===== src/design/ddq_pkg.sv =====
package ddq_pkg;

    localparam int QUEUE_DEPTH = 16;
    localparam int TAG_BITS    = 16;

    localparam int IDX_W    = (QUEUE_DEPTH > 1) ? $clog2(QUEUE_DEPTH) : 1;
    localparam int CNT_W    = $clog2(QUEUE_DEPTH + 1);
    localparam int SUM_W    = CNT_W + 1;
    localparam int LIMIT_W  = 5;
    localparam int CMP_W    = (CNT_W > LIMIT_W) ? CNT_W : LIMIT_W;
    localparam int TIME_W   = 32;
    localparam int BUDGET_W = 8;
    localparam int WAIT_W   = 16;
    localparam int PTAG_W   = 16;
    localparam int PCNT_W   = 5;

    localparam logic [LIMIT_W-1:0] LIMIT_RESET = LIMIT_W'(16);

    localparam logic [1:0] CMD_URGENT = 2'd0;
    localparam logic [1:0] CMD_PLAIN  = 2'd1;
    localparam logic [1:0] CMD_TICK   = 2'd2;

    localparam logic [2:0] EV_ACCEPTED = 3'd0;
    localparam logic [2:0] EV_REFUSED  = 3'd1;
    localparam logic [2:0] EV_EXPIRED  = 3'd2;
    localparam logic [2:0] EV_URGENT   = 3'd3;
    localparam logic [2:0] EV_PLAIN    = 3'd4;
    localparam logic [2:0] EV_IDLE     = 3'd5;

    typedef struct packed {
        logic [1:0]          command;
        logic [PTAG_W-1:0]   entry_tag;
        logic [BUDGET_W-1:0] budget;
    } ddq_in_t;

    typedef struct packed {
        logic [2:0]        event_res;
        logic [PTAG_W-1:0] result_tag;
        logic [WAIT_W-1:0] waited;
        logic [PCNT_W-1:0] urgent_count;
        logic [PCNT_W-1:0] plain_count;
        logic              last;
    } ddq_out_t;

    typedef struct packed {
        logic [TAG_BITS-1:0] tag;
        logic [TIME_W-1:0]   stamp;
        logic [BUDGET_W-1:0] budget;
    } ddq_entry_t;

    typedef struct packed {
        logic [TAG_BITS-1:0] tag;
        logic [TIME_W-1:0]   stamp;
    } ddq_plain_t;

    typedef struct packed {
        logic shift;
        logic load;
    } ddq_cell_ctrl_t;

    typedef struct packed {
        logic              expired;
        logic              rem_one;
        logic [WAIT_W-1:0] waited;
    } ddq_eval_t;

    function automatic logic [TAG_BITS-1:0] tag_in(input logic [PTAG_W-1:0] t);
        logic [TAG_BITS+PTAG_W-1:0] wide;
        wide = {{TAG_BITS{1'b0}}, t};
        return wide[TAG_BITS-1:0];
    endfunction

    function automatic logic [PTAG_W-1:0] tag_out(input logic [TAG_BITS-1:0] t);
        logic [TAG_BITS+PTAG_W-1:0] wide;
        wide = {{PTAG_W{1'b0}}, t};
        return wide[PTAG_W-1:0];
    endfunction

    function automatic logic [WAIT_W-1:0] sat_wait(input logic [TIME_W-1:0] now,
                                                   input logic [TIME_W-1:0] stamp);
        logic [TIME_W-1:0] diff;
        diff = now - stamp;
        if (diff[TIME_W-1:WAIT_W] != '0)
            return {WAIT_W{1'b1}};
        return diff[WAIT_W-1:0];
    endfunction

endpackage


===== src/design/ddq_ram.sv =====
module ddq_ram #(
    parameter int WIDTH = 8,
    parameter int DEPTH = 16
) (
    input  logic                                        clk,
    input  logic                                        we,
    input  logic [((DEPTH > 1) ? $clog2(DEPTH) : 1)-1:0] waddr,
    input  logic [WIDTH-1:0]                            wdata,
    input  logic                                        re,
    input  logic [((DEPTH > 1) ? $clog2(DEPTH) : 1)-1:0] raddr,
    output logic [WIDTH-1:0]                            rdata
);

    logic [WIDTH-1:0] mem_reg [DEPTH];
    logic [WIDTH-1:0] rdata_reg;

    always_ff @(posedge clk)
    begin
        if (we)
        begin
            mem_reg[waddr] <= wdata;
        end
        if (re)
        begin
            rdata_reg <= mem_reg[raddr];
        end
    end

    assign rdata = rdata_reg;

endmodule


===== src/design/ddq_cell.sv =====
module ddq_cell (
    input  logic                    clk,
    input  ddq_pkg::ddq_cell_ctrl_t ctrl,
    input  ddq_pkg::ddq_entry_t     load_data,
    input  ddq_pkg::ddq_entry_t     right_data,
    output ddq_pkg::ddq_entry_t     data
);

    ddq_pkg::ddq_entry_t data_reg;
    ddq_pkg::ddq_entry_t data_next;

    // Load wins over shift: the tail slot takes the recirculated entry.
    always_comb
    begin
        data_next = data_reg;
        if (ctrl.load)
        begin
            data_next = load_data;
        end
        else if (ctrl.shift)
        begin
            data_next = right_data;
        end
    end

    always_ff @(posedge clk)
    begin
        data_reg <= data_next;
    end

    assign data = data_reg;

endmodule


===== src/design/ddq_head_eval.sv =====
module ddq_head_eval (
    input  ddq_pkg::ddq_entry_t              entry,
    input  logic [ddq_pkg::TIME_W-1:0]       now,
    output ddq_pkg::ddq_eval_t               eval
);

    logic [ddq_pkg::TIME_W-1:0]       elapsed;
    logic                             expired;
    logic [ddq_pkg::BUDGET_W:0]       elapsed_p1;

    assign elapsed    = now - entry.stamp;
    assign expired    = (elapsed[ddq_pkg::TIME_W-1:ddq_pkg::BUDGET_W] != '0) ||
                        (elapsed[ddq_pkg::BUDGET_W-1:0] >= entry.budget);
    assign elapsed_p1 = {1'b0, elapsed[ddq_pkg::BUDGET_W-1:0]} + 1'b1;

    assign eval.expired = expired;
    // Remaining budget of exactly one tick
    assign eval.rem_one = !expired && (elapsed_p1 == {1'b0, entry.budget});
    assign eval.waited  = ddq_pkg::sat_wait(now, entry.stamp);

endmodule


===== src/design/deadline_dual_queue_scheduler.sv =====
// Two-class scheduler: an urgent queue of entries with a deadline budget, held in a row
// of shift cells with the head at cell 0, and a plain circular queue in a small RAM. A
// request gives one beat (accepted or refused). On a tick the scheduler first takes the
// tick, then walks every urgent entry through the head cell once, one per cycle unless an
// expiry beat waits on a stalled output, emitting an expiry beat for each entry whose
// budget is used up and recirculating the rest to the tail; a closing step then ends the
// walk, and the serve step serves the first survivor with one tick of budget left, else
// the urgent head, else the plain head, else reports idle. The serve beat carries last
// set. Configuration writes of the queue limit are taken at any time and apply to the
// following requests.
module deadline_dual_queue_scheduler (
    input  logic                                clk,
    input  logic                                rst_n,
    input  logic                                in_valid,
    output logic                                in_stall,
    input  ddq_pkg::ddq_in_t                    in_data,
    output logic                                out_valid,
    input  logic                                out_stall,
    output ddq_pkg::ddq_out_t                   out_data,
    input  logic                                cfg_we,
    input  logic [ddq_pkg::LIMIT_W-1:0]         cfg_data
);

    localparam logic [1:0] ST_IDLE   = 2'd0;
    localparam logic [1:0] ST_ROTATE = 2'd1;
    localparam logic [1:0] ST_SERVE  = 2'd2;

    logic [1:0]                      state_reg, state_next;
    logic [ddq_pkg::LIMIT_W-1:0]     limit_reg, limit_next;
    logic [ddq_pkg::CNT_W-1:0]       u_occ_reg, u_occ_next;
    logic [ddq_pkg::CNT_W-1:0]       p_occ_reg, p_occ_next;
    logic [ddq_pkg::IDX_W-1:0]       p_head_reg, p_head_next;
    logic [ddq_pkg::TIME_W-1:0]      tick_reg, tick_next;
    logic [ddq_pkg::CNT_W-1:0]       scan_reg, scan_next;
    logic [ddq_pkg::CNT_W-1:0]       keep_reg, keep_next;
    logic                            found_reg, found_next;
    logic [ddq_pkg::IDX_W-1:0]       sel_idx_reg, sel_idx_next;
    ddq_pkg::ddq_entry_t             sel_entry_reg, sel_entry_next;
    logic                            out_valid_reg, out_valid_next;
    ddq_pkg::ddq_out_t               out_data_reg, out_data_next;

    logic                            out_free;
    logic                            in_accept;
    logic                            emit;
    logic                            urgent_ok;
    logic                            plain_ok;
    logic [ddq_pkg::CNT_W-1:0]       u_occ_m1;
    logic [ddq_pkg::SUM_W-1:0]       slot_sum;
    logic [ddq_pkg::IDX_W-1:0]       p_slot;
    logic [ddq_pkg::IDX_W-1:0]       p_head_inc;
    ddq_pkg::ddq_entry_t             serve_entry;
    logic [ddq_pkg::IDX_W-1:0]       serve_idx;

    logic                            shift_en;
    logic [ddq_pkg::IDX_W-1:0]       shift_from;
    logic                            load_en;
    logic [ddq_pkg::IDX_W-1:0]       load_idx;
    ddq_pkg::ddq_entry_t             load_data;
    ddq_pkg::ddq_cell_ctrl_t         cell_ctrl  [ddq_pkg::QUEUE_DEPTH];
    ddq_pkg::ddq_entry_t             cell_data  [ddq_pkg::QUEUE_DEPTH];
    ddq_pkg::ddq_entry_t             cell_right [ddq_pkg::QUEUE_DEPTH];
    ddq_pkg::ddq_eval_t              head_eval;

    logic                            ram_we;
    logic                            ram_re;
    ddq_pkg::ddq_plain_t             ram_wdata;
    ddq_pkg::ddq_plain_t             ram_rdata;

    // Urgent queue: row of cells, each shifting toward the head
    for (genvar i = 0; i < ddq_pkg::QUEUE_DEPTH; i++)
    begin : g_cell
        if (i == ddq_pkg::QUEUE_DEPTH - 1)
        begin : g_tail
            assign cell_right[i] = '0;
        end
        else
        begin : g_mid
            assign cell_right[i] = cell_data[i+1];
        end

        assign cell_ctrl[i].shift = shift_en && (ddq_pkg::IDX_W'(i) >= shift_from);
        assign cell_ctrl[i].load  = load_en && (ddq_pkg::IDX_W'(i) == load_idx);

        ddq_cell u_cell (
            .clk        (clk),
            .ctrl       (cell_ctrl[i]),
            .load_data  (load_data),
            .right_data (cell_right[i]),
            .data       (cell_data[i])
        );
    end

    ddq_head_eval u_head_eval (
        .entry (cell_data[0]),
        .now   (tick_reg),
        .eval  (head_eval)
    );

    ddq_ram #(
        .WIDTH ($bits(ddq_pkg::ddq_plain_t)),
        .DEPTH (ddq_pkg::QUEUE_DEPTH)
    ) u_plain_ram (
        .clk   (clk),
        .we    (ram_we),
        .waddr (p_slot),
        .wdata (ram_wdata),
        .re    (ram_re),
        .raddr (p_head_reg),
        .rdata (ram_rdata)
    );

    assign out_free  = !out_valid_reg || !out_stall;
    assign in_stall  = !((state_reg == ST_IDLE) && out_free);
    assign in_accept = in_valid && !in_stall;

    assign urgent_ok = (ddq_pkg::CMP_W'(u_occ_reg) < ddq_pkg::CMP_W'(limit_reg)) &&
                       (u_occ_reg < ddq_pkg::CNT_W'(ddq_pkg::QUEUE_DEPTH));
    assign plain_ok  = (ddq_pkg::CMP_W'(p_occ_reg) < ddq_pkg::CMP_W'(limit_reg)) &&
                       (p_occ_reg < ddq_pkg::CNT_W'(ddq_pkg::QUEUE_DEPTH));
    assign u_occ_m1  = u_occ_reg - 1'b1;

    // Plain tail slot, wrapped at the queue depth
    assign slot_sum   = ddq_pkg::SUM_W'(p_head_reg) + ddq_pkg::SUM_W'(p_occ_reg);
    assign p_slot     = (slot_sum >= ddq_pkg::SUM_W'(ddq_pkg::QUEUE_DEPTH)) ?
                        ddq_pkg::IDX_W'(slot_sum - ddq_pkg::SUM_W'(ddq_pkg::QUEUE_DEPTH)) :
                        ddq_pkg::IDX_W'(slot_sum);
    assign p_head_inc = (p_head_reg == ddq_pkg::IDX_W'(ddq_pkg::QUEUE_DEPTH - 1)) ?
                        '0 : p_head_reg + 1'b1;

    // A survivor with one tick left jumps the queue; otherwise the head goes
    assign serve_entry = found_reg ? sel_entry_reg : cell_data[0];
    assign serve_idx   = found_reg ? sel_idx_reg : '0;

    assign ram_wdata.tag   = ddq_pkg::tag_in(in_data.entry_tag);
    assign ram_wdata.stamp = tick_reg;

    always_comb
    begin
        state_next     = state_reg;
        limit_next     = limit_reg;
        u_occ_next     = u_occ_reg;
        p_occ_next     = p_occ_reg;
        p_head_next    = p_head_reg;
        tick_next      = tick_reg;
        scan_next      = scan_reg;
        keep_next      = keep_reg;
        found_next     = found_reg;
        sel_idx_next   = sel_idx_reg;
        sel_entry_next = sel_entry_reg;
        out_data_next  = out_data_reg;
        emit           = 1'b0;
        shift_en       = 1'b0;
        shift_from     = '0;
        load_en        = 1'b0;
        load_idx       = '0;
        load_data      = cell_data[0];
        ram_we         = 1'b0;
        ram_re         = 1'b0;

        if (cfg_we)
        begin
            limit_next = cfg_data;
        end

        unique case (state_reg)
            ST_IDLE:
            begin
                if (in_accept)
                begin
                    unique case (in_data.command)
                        ddq_pkg::CMD_URGENT:
                        begin
                            emit                     = 1'b1;
                            out_data_next.event_res  = ddq_pkg::EV_REFUSED;
                            out_data_next.result_tag =
                                ddq_pkg::tag_out(ddq_pkg::tag_in(in_data.entry_tag));
                            out_data_next.waited     = '0;
                            out_data_next.last       = 1'b1;
                            if (urgent_ok)
                            begin
                                load_en                 = 1'b1;
                                load_idx                = u_occ_reg[ddq_pkg::IDX_W-1:0];
                                load_data.tag           = ddq_pkg::tag_in(in_data.entry_tag);
                                load_data.stamp         = tick_reg;
                                load_data.budget        = in_data.budget;
                                u_occ_next              = u_occ_reg + 1'b1;
                                out_data_next.event_res = ddq_pkg::EV_ACCEPTED;
                            end
                        end
                        ddq_pkg::CMD_PLAIN:
                        begin
                            emit                     = 1'b1;
                            out_data_next.event_res  = ddq_pkg::EV_REFUSED;
                            out_data_next.result_tag =
                                ddq_pkg::tag_out(ddq_pkg::tag_in(in_data.entry_tag));
                            out_data_next.waited     = '0;
                            out_data_next.last       = 1'b1;
                            if (plain_ok)
                            begin
                                ram_we                  = 1'b1;
                                p_occ_next              = p_occ_reg + 1'b1;
                                out_data_next.event_res = ddq_pkg::EV_ACCEPTED;
                            end
                        end
                        ddq_pkg::CMD_TICK:
                        begin
                            // Fetch the plain head now; the RAM holds it until serve
                            ram_re     = 1'b1;
                            scan_next  = u_occ_reg;
                            keep_next  = '0;
                            found_next = 1'b0;
                            state_next = ST_ROTATE;
                        end
                        default:
                        begin
                            // drop unknown commands
                        end
                    endcase
                end
            end
            ST_ROTATE:
            begin
                if (scan_reg == '0)
                begin
                    state_next = ST_SERVE;
                end
                else if (head_eval.expired)
                begin
                    if (out_free)
                    begin
                        emit                     = 1'b1;
                        out_data_next.event_res  = ddq_pkg::EV_EXPIRED;
                        out_data_next.result_tag = ddq_pkg::tag_out(cell_data[0].tag);
                        out_data_next.waited     = head_eval.waited;
                        out_data_next.last       = 1'b0;
                        shift_en                 = 1'b1;
                        u_occ_next               = u_occ_m1;
                        scan_next                = scan_reg - 1'b1;
                    end
                end
                else
                begin
                    // Recirculate the head entry to the tail
                    shift_en  = 1'b1;
                    load_en   = 1'b1;
                    load_idx  = u_occ_m1[ddq_pkg::IDX_W-1:0];
                    load_data = cell_data[0];
                    if (head_eval.rem_one && !found_reg)
                    begin
                        found_next     = 1'b1;
                        sel_idx_next   = keep_reg[ddq_pkg::IDX_W-1:0];
                        sel_entry_next = cell_data[0];
                    end
                    keep_next = keep_reg + 1'b1;
                    scan_next = scan_reg - 1'b1;
                end
            end
            ST_SERVE:
            begin
                if (out_free)
                begin
                    emit               = 1'b1;
                    out_data_next.last = 1'b1;
                    tick_next          = tick_reg + 1'b1;
                    state_next         = ST_IDLE;
                    if (u_occ_reg != '0)
                    begin
                        shift_en                 = 1'b1;
                        shift_from               = serve_idx;
                        u_occ_next               = u_occ_m1;
                        out_data_next.event_res  = ddq_pkg::EV_URGENT;
                        out_data_next.result_tag = ddq_pkg::tag_out(serve_entry.tag);
                        out_data_next.waited     = ddq_pkg::sat_wait(tick_reg,
                                                                     serve_entry.stamp);
                    end
                    else if (p_occ_reg != '0)
                    begin
                        p_head_next              = p_head_inc;
                        p_occ_next               = p_occ_reg - 1'b1;
                        out_data_next.event_res  = ddq_pkg::EV_PLAIN;
                        out_data_next.result_tag = ddq_pkg::tag_out(ram_rdata.tag);
                        out_data_next.waited     = ddq_pkg::sat_wait(tick_reg,
                                                                     ram_rdata.stamp);
                    end
                    else
                    begin
                        out_data_next.event_res  = ddq_pkg::EV_IDLE;
                        out_data_next.result_tag = '0;
                        out_data_next.waited     = '0;
                    end
                end
            end
            default:
            begin
                state_next = ST_IDLE;
            end
        endcase

        if (emit)
        begin
            out_data_next.urgent_count = ddq_pkg::PCNT_W'(u_occ_next);
            out_data_next.plain_count  = ddq_pkg::PCNT_W'(p_occ_next);
        end

        if (emit)
        begin
            out_valid_next = 1'b1;
        end
        else if (!out_stall)
        begin
            out_valid_next = 1'b0;
        end
        else
        begin
            out_valid_next = out_valid_reg;
        end
    end

    always_ff @(posedge clk or negedge rst_n)
    begin
        if (!rst_n)
        begin
            state_reg     <= ST_IDLE;
            limit_reg     <= ddq_pkg::LIMIT_RESET;
            u_occ_reg     <= '0;
            p_occ_reg     <= '0;
            p_head_reg    <= '0;
            tick_reg      <= '0;
            scan_reg      <= '0;
            keep_reg      <= '0;
            found_reg     <= 1'b0;
            sel_idx_reg   <= '0;
            out_valid_reg <= 1'b0;
        end
        else
        begin
            state_reg     <= state_next;
            limit_reg     <= limit_next;
            u_occ_reg     <= u_occ_next;
            p_occ_reg     <= p_occ_next;
            p_head_reg    <= p_head_next;
            tick_reg      <= tick_next;
            scan_reg      <= scan_next;
            keep_reg      <= keep_next;
            found_reg     <= found_next;
            sel_idx_reg   <= sel_idx_next;
            out_valid_reg <= out_valid_next;
        end
    end

    always_ff @(posedge clk)
    begin
        sel_entry_reg <= sel_entry_next;
        out_data_reg  <= out_data_next;
    end

    assign out_valid = out_valid_reg;
    assign out_data  = out_data_reg;

    // Every urgent entry is either still to be walked or already recirculated
    a_rotate_balance: assert property (@(posedge clk) disable iff (!rst_n)
        (state_reg == ST_ROTATE) |->
            (u_occ_reg == ddq_pkg::CNT_W'(scan_reg + keep_reg)))
        else $error("urgent occupancy out of step with the walk");

    a_sel_in_range: assert property (@(posedge clk) disable iff (!rst_n)
        ((state_reg != ST_IDLE) && found_reg) |->
            (ddq_pkg::CNT_W'(sel_idx_reg) < keep_reg))
        else $error("selected urgent entry beyond the survivors");

    a_tick_advance: assert property (@(posedge clk) disable iff (!rst_n)
        ((state_reg == ST_SERVE) && out_free) |=>
            ((tick_reg == $past(tick_reg) + 32'd1) && (state_reg == ST_IDLE)))
        else $error("tick counter did not advance on serve");

    a_occ_bound: assert property (@(posedge clk) disable iff (!rst_n)
        (u_occ_reg <= ddq_pkg::CNT_W'(ddq_pkg::QUEUE_DEPTH)) &&
        (p_occ_reg <= ddq_pkg::CNT_W'(ddq_pkg::QUEUE_DEPTH)))
        else $error("queue occupancy above depth");

endmodule

===== config.mk =====
export PLATFORM = sky130hd
export DESIGN_NAME = deadline_dual_queue_scheduler
export DESIGN_NICKNAME = d
export VERILOG_FILES = /design/src/design/ddq_pkg.sv /design/src/design/ddq_ram.sv /design/src/design/ddq_cell.sv /design/src/design/ddq_head_eval.sv /design/src/design/deadline_dual_queue_scheduler.sv
export SDC_FILE = /design/constraint.sdc
export NUM_CORES = 2
export LEC_CHECK = 0
export ABC_AREA = 1
export ABC_CLOCK_PERIOD_IN_PS = 7410
export BUFFER_PORTS_ARGS = -buffer_cell sky130_fd_sc_hd__buf_4
export CAP_MARGIN = 20
export CORE_MARGIN = 2
export CORE_UTILIZATION = 57
export CTS_BUF_LIST = sky130_fd_sc_hd__clkbuf_16
export DETAILED_ROUTE_END_ITERATION = 8
export PLACE_DENSITY_LB_ADDON = 0.05
export SLEW_MARGIN = 10
export SYNTH_ARGS = -nofsm -noshare
export SYNTH_HDL_FRONTEND = slang
export SYNTH_SLANG_ARGS = --single-unit
export TNS_END_PERCENT = 10

===== constraint.sdc =====
create_clock -name clk -period 7.41 [get_ports clk]
set_clock_uncertainty 0.15 [all_clocks]
set_input_delay 0.3705 -clock clk [delete_from_list [all_inputs] [get_ports clk]]
set_output_delay 0.3705 -clock clk [all_outputs]
set_load 0.05 [all_outputs]

==> impl_metrics.csv <==
group,metric,value,unit
clock_tree,cts-buffers-inserted,189,
final_layout,number_of_flip_flops_under_the_largest_register_name,896,
setup_path,cp-end-kind,"register",
timing,max-slew-margin-rel,15.3,%
detailed_routing,viasPerCell,5.90,
floorplan,placeableCoreArea,148000,um^2
synthesis,mappedNetlistArea,85100,um^2
timing,max_clock_freq,158,MHz
global_routing,grt_pass1_vias,56700,
global_routing,largest_net_degree_at_the_start_of_global_routing,240,
floorplan,floorplan.initialDensity,57.5,%
clock_tree,path_clk_slew,0.06,ns
detailed_routing,drc_violation_total_after_the_first_tritonroute_iteration,6111,
flow_run,drv.max_cap_violation_count,0,
clock_tree,cts_resized,0,
final_layout,finish.net_count,8210,
power,total_power,37.4,mW
global_routing,gr-usage-all-layers,30.1,%
synthesis,synth_seq_area_share,65.7,%
timing,post-route-period-util,85.3,%
detailed_routing,drt_first_pass_iters,8,
clock_tree,ctsRootBufferMaster,"sky130_fd_sc_hd__clkbuf_16",
floorplan,die_area,152000,um^2
power,power_leakage,37.2,nW
power,power-per-cell-area,394,nW/um^2
setup_path,worst-setup-path-type,"reg -> reg",
synthesis,syn-instance-count,7967,
timing,rsz0062_at_grt,"false",
power,power.ir.vdd_worst,0.383,mV
detailed_routing,avgRoutedWirePerCell,22.8,um
timing,worstMarginPinSlew,1.27,ns
timing,final_period_minus_worst_setup_slack,6.32,ns
floorplan,die_width,390,um
floorplan,top_level_ports,84,
detailed_routing,route.antenna.remaining_nets,0,
timing,drv_slew,0,
setup_path,critical_path_required,7.77,ns
run_status,outcome,"finished clean",
hold_path,min_path_type,"in -> reg",
detailed_routing,drt_wl_total,231000,um
timing,setup_viol_count_final,0,
synthesis,synth-warning-count,0,
power,cell_internal_pwr,24.1,mW
global_routing,grt_first_pass_wirelength,348000,um
final_layout,layout-drive-gt1-share,7.69,%
setup_path,reg2reg_depth,21,
synthesis,synthesized_flop_and_latch_total,1874,
setup_path,setup.worst_path.start,"tick_reg[0]$_DFFE_PN0P_",
power,netSwitchingPower,13.4,mW
setup_path,largest_fanout_of_any_net_on_the_critical_path,58,
synthesis,synth_edf_count,1806,
power,share_comb_of_total_power,31.3,%
clock_tree,tritoncts,"done",
synthesis,number_of_distinct_library_cell_variants_in_the_gate_level_netlist_after_synthesis,56,
global_routing,antenna_found_initial,8,
place,port_buffers,83,
synthesis,yosys_most_used_dff,"sky130_fd_sc_hd__edfxtp_1",
detailed_routing,drt_drc_violations_left,0,
setup_path,critical_register_to_register_path_startpoint,"tick_reg[0]$_DFFE_PN0P_",
clock_tree,cts.sink_count,1874,
detailed_routing,vias,59800,
clock_tree,ctsLongestPathBuffers,3,
synthesis,avgSynthCellArea,10.7,um^2
final_layout,area_growth,11.5,%
clock_tree,htree_num_levels,4,
setup_path,setup.worst_path.end,"g_cell[8].u_cell.data[15]$_DFFE_PP_",
setup_path,data_arrival_time_of_the_critical_path,6.68,ns
floorplan,core.rowCount,141,
final_layout,postLayoutCoreUtil,64.1,%
place,hpwlAfterDp,151000,um
synthesis,post_synthesis_net_count,8133,
power,power.share.switching,35.7,%
synthesis,async_reset_ff_share,3.63,%
floorplan,die_y,390,um
power,sequentialPowerShare,43.4,%
setup_path,r2r_slack,1.09,ns
clock_tree,insertion_delay,0.82,ns
place,gpl.final_weighted_congestion,0.965,
global_routing,grt_residual_overflow,0,
setup_path,cp-start-kind,"register",
setup_path,reg2reg_to,"g_cell[8].u_cell.data[15]$_DFFE_PP_",
power,clockPowerShare,25.4,%
timing,hold_violations,0,
cell usage after synthesis, types with 35 or more instances:
master	n	share of area [%]
sky130_fd_sc_hd__nand2_1	2173	9.6
sky130_fd_sc_hd__xor2_1	78	0.80
sky130_fd_sc_hd__nor3_1	35	0.21
sky130_fd_sc_hd__inv_1	477	2.1
sky130_fd_sc_hd__o32ai_1	116	1.2
sky130_fd_sc_hd__clkbuf_1	229	1.0
sky130_fd_sc_hd__edfxtp_1	1806	64
sky130_fd_sc_hd__a21oi_1	125	0.73
sky130_fd_sc_hd__dfrtp_1	67	2.0
sky130_fd_sc_hd__o221ai_1	83	0.85
sky130_fd_sc_hd__o211ai_1	36	0.32
sky130_fd_sc_hd__buf_4	62	0.55
sky130_fd_sc_hd__nor2_1	721	3.2
sky130_fd_sc_hd__o21ai_0	610	3.6
sky130_fd_sc_hd__nand3_1	561	3.3
sky130_fd_sc_hd__o21ai_1	239	1.4
sky130_fd_sc_hd__nand4_1	51	0.37
sky130_fd_sc_hd__buf_2	92	0.54
sky130_fd_sc_hd__ha_1	126	1.9
sky130_fd_sc_hd__mux2i_1	76	0.89
cell usage in the layout (no fill, tap or decap), types with 13 or more instances in the layout:
cell type                       Yosys  final
sky130_fd_sc_hd__nand2_1         2173   2156
sky130_fd_sc_hd__edfxtp_1        1806   1806
sky130_fd_sc_hd__nor2_1           721    701
sky130_fd_sc_hd__o21ai_0          610    606
sky130_fd_sc_hd__nand3_1          561    557
sky130_fd_sc_hd__inv_1            477    515
sky130_fd_sc_hd__buf_4             62    241
sky130_fd_sc_hd__o21ai_1          239    238
sky130_fd_sc_hd__clkbuf_16          0    191
sky130_fd_sc_hd__ha_1             126    126
sky130_fd_sc_hd__a21oi_1          125    124
sky130_fd_sc_hd__o32ai_1          116    116
sky130_fd_sc_hd__o221ai_1          83     83
sky130_fd_sc_hd__xor2_1            78     78
sky130_fd_sc_hd__mux2i_1           76     76
sky130_fd_sc_hd__dfrtp_1           67     64
sky130_fd_sc_hd__nand4_1           51     51
sky130_fd_sc_hd__clkinv_1           2     49
sky130_fd_sc_hd__dlygate4sd3_1      0     38
sky130_fd_sc_hd__o211ai_1          36     36
sky130_fd_sc_hd__nor3_1            35     34
sky130_fd_sc_hd__nor2_4             7     31
sky130_fd_sc_hd__clkinv_2           0     29
sky130_fd_sc_hd__buf_12             0     27
sky130_fd_sc_hd__xnor2_1           25     25
sky130_fd_sc_hd__bufinv_16          0     22
sky130_fd_sc_hd__nand2_4            1     17
sky130_fd_sc_hd__inv_2             10     13
sky130_fd_sc_hd__o21bai_1          13     13
area by class of cell:
cell class              count  area, um^2
flip-flops and latches   1874       55900
fillers                 11700       53100
multi-input cells        5184       25800
clock buffers             191        4780
repair buffers            306        2730
well taps                1930        2410
inverters                 489        1840
clock inverters           157        1430
diodes                      2        5.00
power groups by stage:
stage	registers [mW]	clock network, mW	logic [mW]
finish	16.2	9.50	11.7
global route	16.5	10.0	12.8
CTS	16.2	9.63	11.7
detailed placement	16.4	0	11.6
global placement	16.4	0	11.4
floorplan	16.8	0	6.84
worst min-delay path by stage:
| stage | start | to | depth (start not counted) |
|---|---|---|---|
| after global placement | rst_n | out_valid$_DFFE_PN0P_ | 1 |
| final | in_data[6] | g_cell[15].u_cell.data[6]$_SDFFCE_PN0P_ | 4 |
| after global routing | in_data[4] | g_cell[7].u_cell.data[4]$_DFFE_PP_ | 4 |
| after detailed placement | rst_n | out_valid$_DFFE_PN0P_ | 1 |
| after floorplan | rst_n | found_reg$_DFFE_PN0P_ | 0 |
| after CTS | in_data[6] | g_cell[15].u_cell.data[6]$_SDFFCE_PN0P_ | 4 |
worst max-delay path: stages, from the launching register on:
cell                       delay (ns)
sky130_fd_sc_hd__dfrtp_1         0.70
sky130_fd_sc_hd__inv_1           0.24
sky130_fd_sc_hd__ha_1            0.29
sky130_fd_sc_hd__fa_1            0.52
sky130_fd_sc_hd__inv_1           0.19
sky130_fd_sc_hd__nand3_1         0.09
sky130_fd_sc_hd__nand2_1         0.15
sky130_fd_sc_hd__xor2_1          0.82
sky130_fd_sc_hd__ha_1            0.28
sky130_fd_sc_hd__inv_1           0.04
sky130_fd_sc_hd__nand2_1         0.05
sky130_fd_sc_hd__nand2_1         0.05
sky130_fd_sc_hd__a21oi_1         0.14
sky130_fd_sc_hd__nor2_2          0.06
sky130_fd_sc_hd__nand4_1         0.11
sky130_fd_sc_hd__buf_4           0.25
sky130_fd_sc_hd__o21bai_1        0.20
sky130_fd_sc_hd__nor2_4          0.22
sky130_fd_sc_hd__buf_4           0.59
sky130_fd_sc_hd__nand2_2         0.16
sky130_fd_sc_hd__o21ai_4         0.34
sky130_fd_sc_hd__buf_12          0.30
per-layer routing:
metal | track usage (%) | wire length [um]
met2 | 50.1 | 112000
met4 | 10.3 | 7710
met1 | 41.5 | 97100
met5 | 0 | 0
met3 | 3.40 | 14300
cell families after synthesis:
group                      share of synthesized area, %
AOI/OAI and AO/OA                                  8.75
xor gates and xnor gates                           1.06
adders and majority gates                          1.95
buffers and inverters                              4.52
DFF                                                65.7
muxes                                             0.907
and+or+nand+nor                                    17.1
stage by stage:
stage               setup WS [ns]  std cells  area [um^2]  setup TNS, ns  hold WS (ns)
CTS                          1.16      10100        94900              0       0.00767
floorplan                  -0.437       7967        85100         -83.23       -0.0751
global placement             1.31       9740        88300              0         0.167
finish                       1.09      10100        94900              0        0.0740
detailed placement           1.19       9743        88300              0         0.168
global route                0.772      10100        94900              0        0.0622
repair_timing:
item                                   in CTS  in global routing
endpoints found under the hold margin     359                  0
hold buffers                               39                  0
buffers inserted                            0                  0
(Power assumes the default switching activity.)
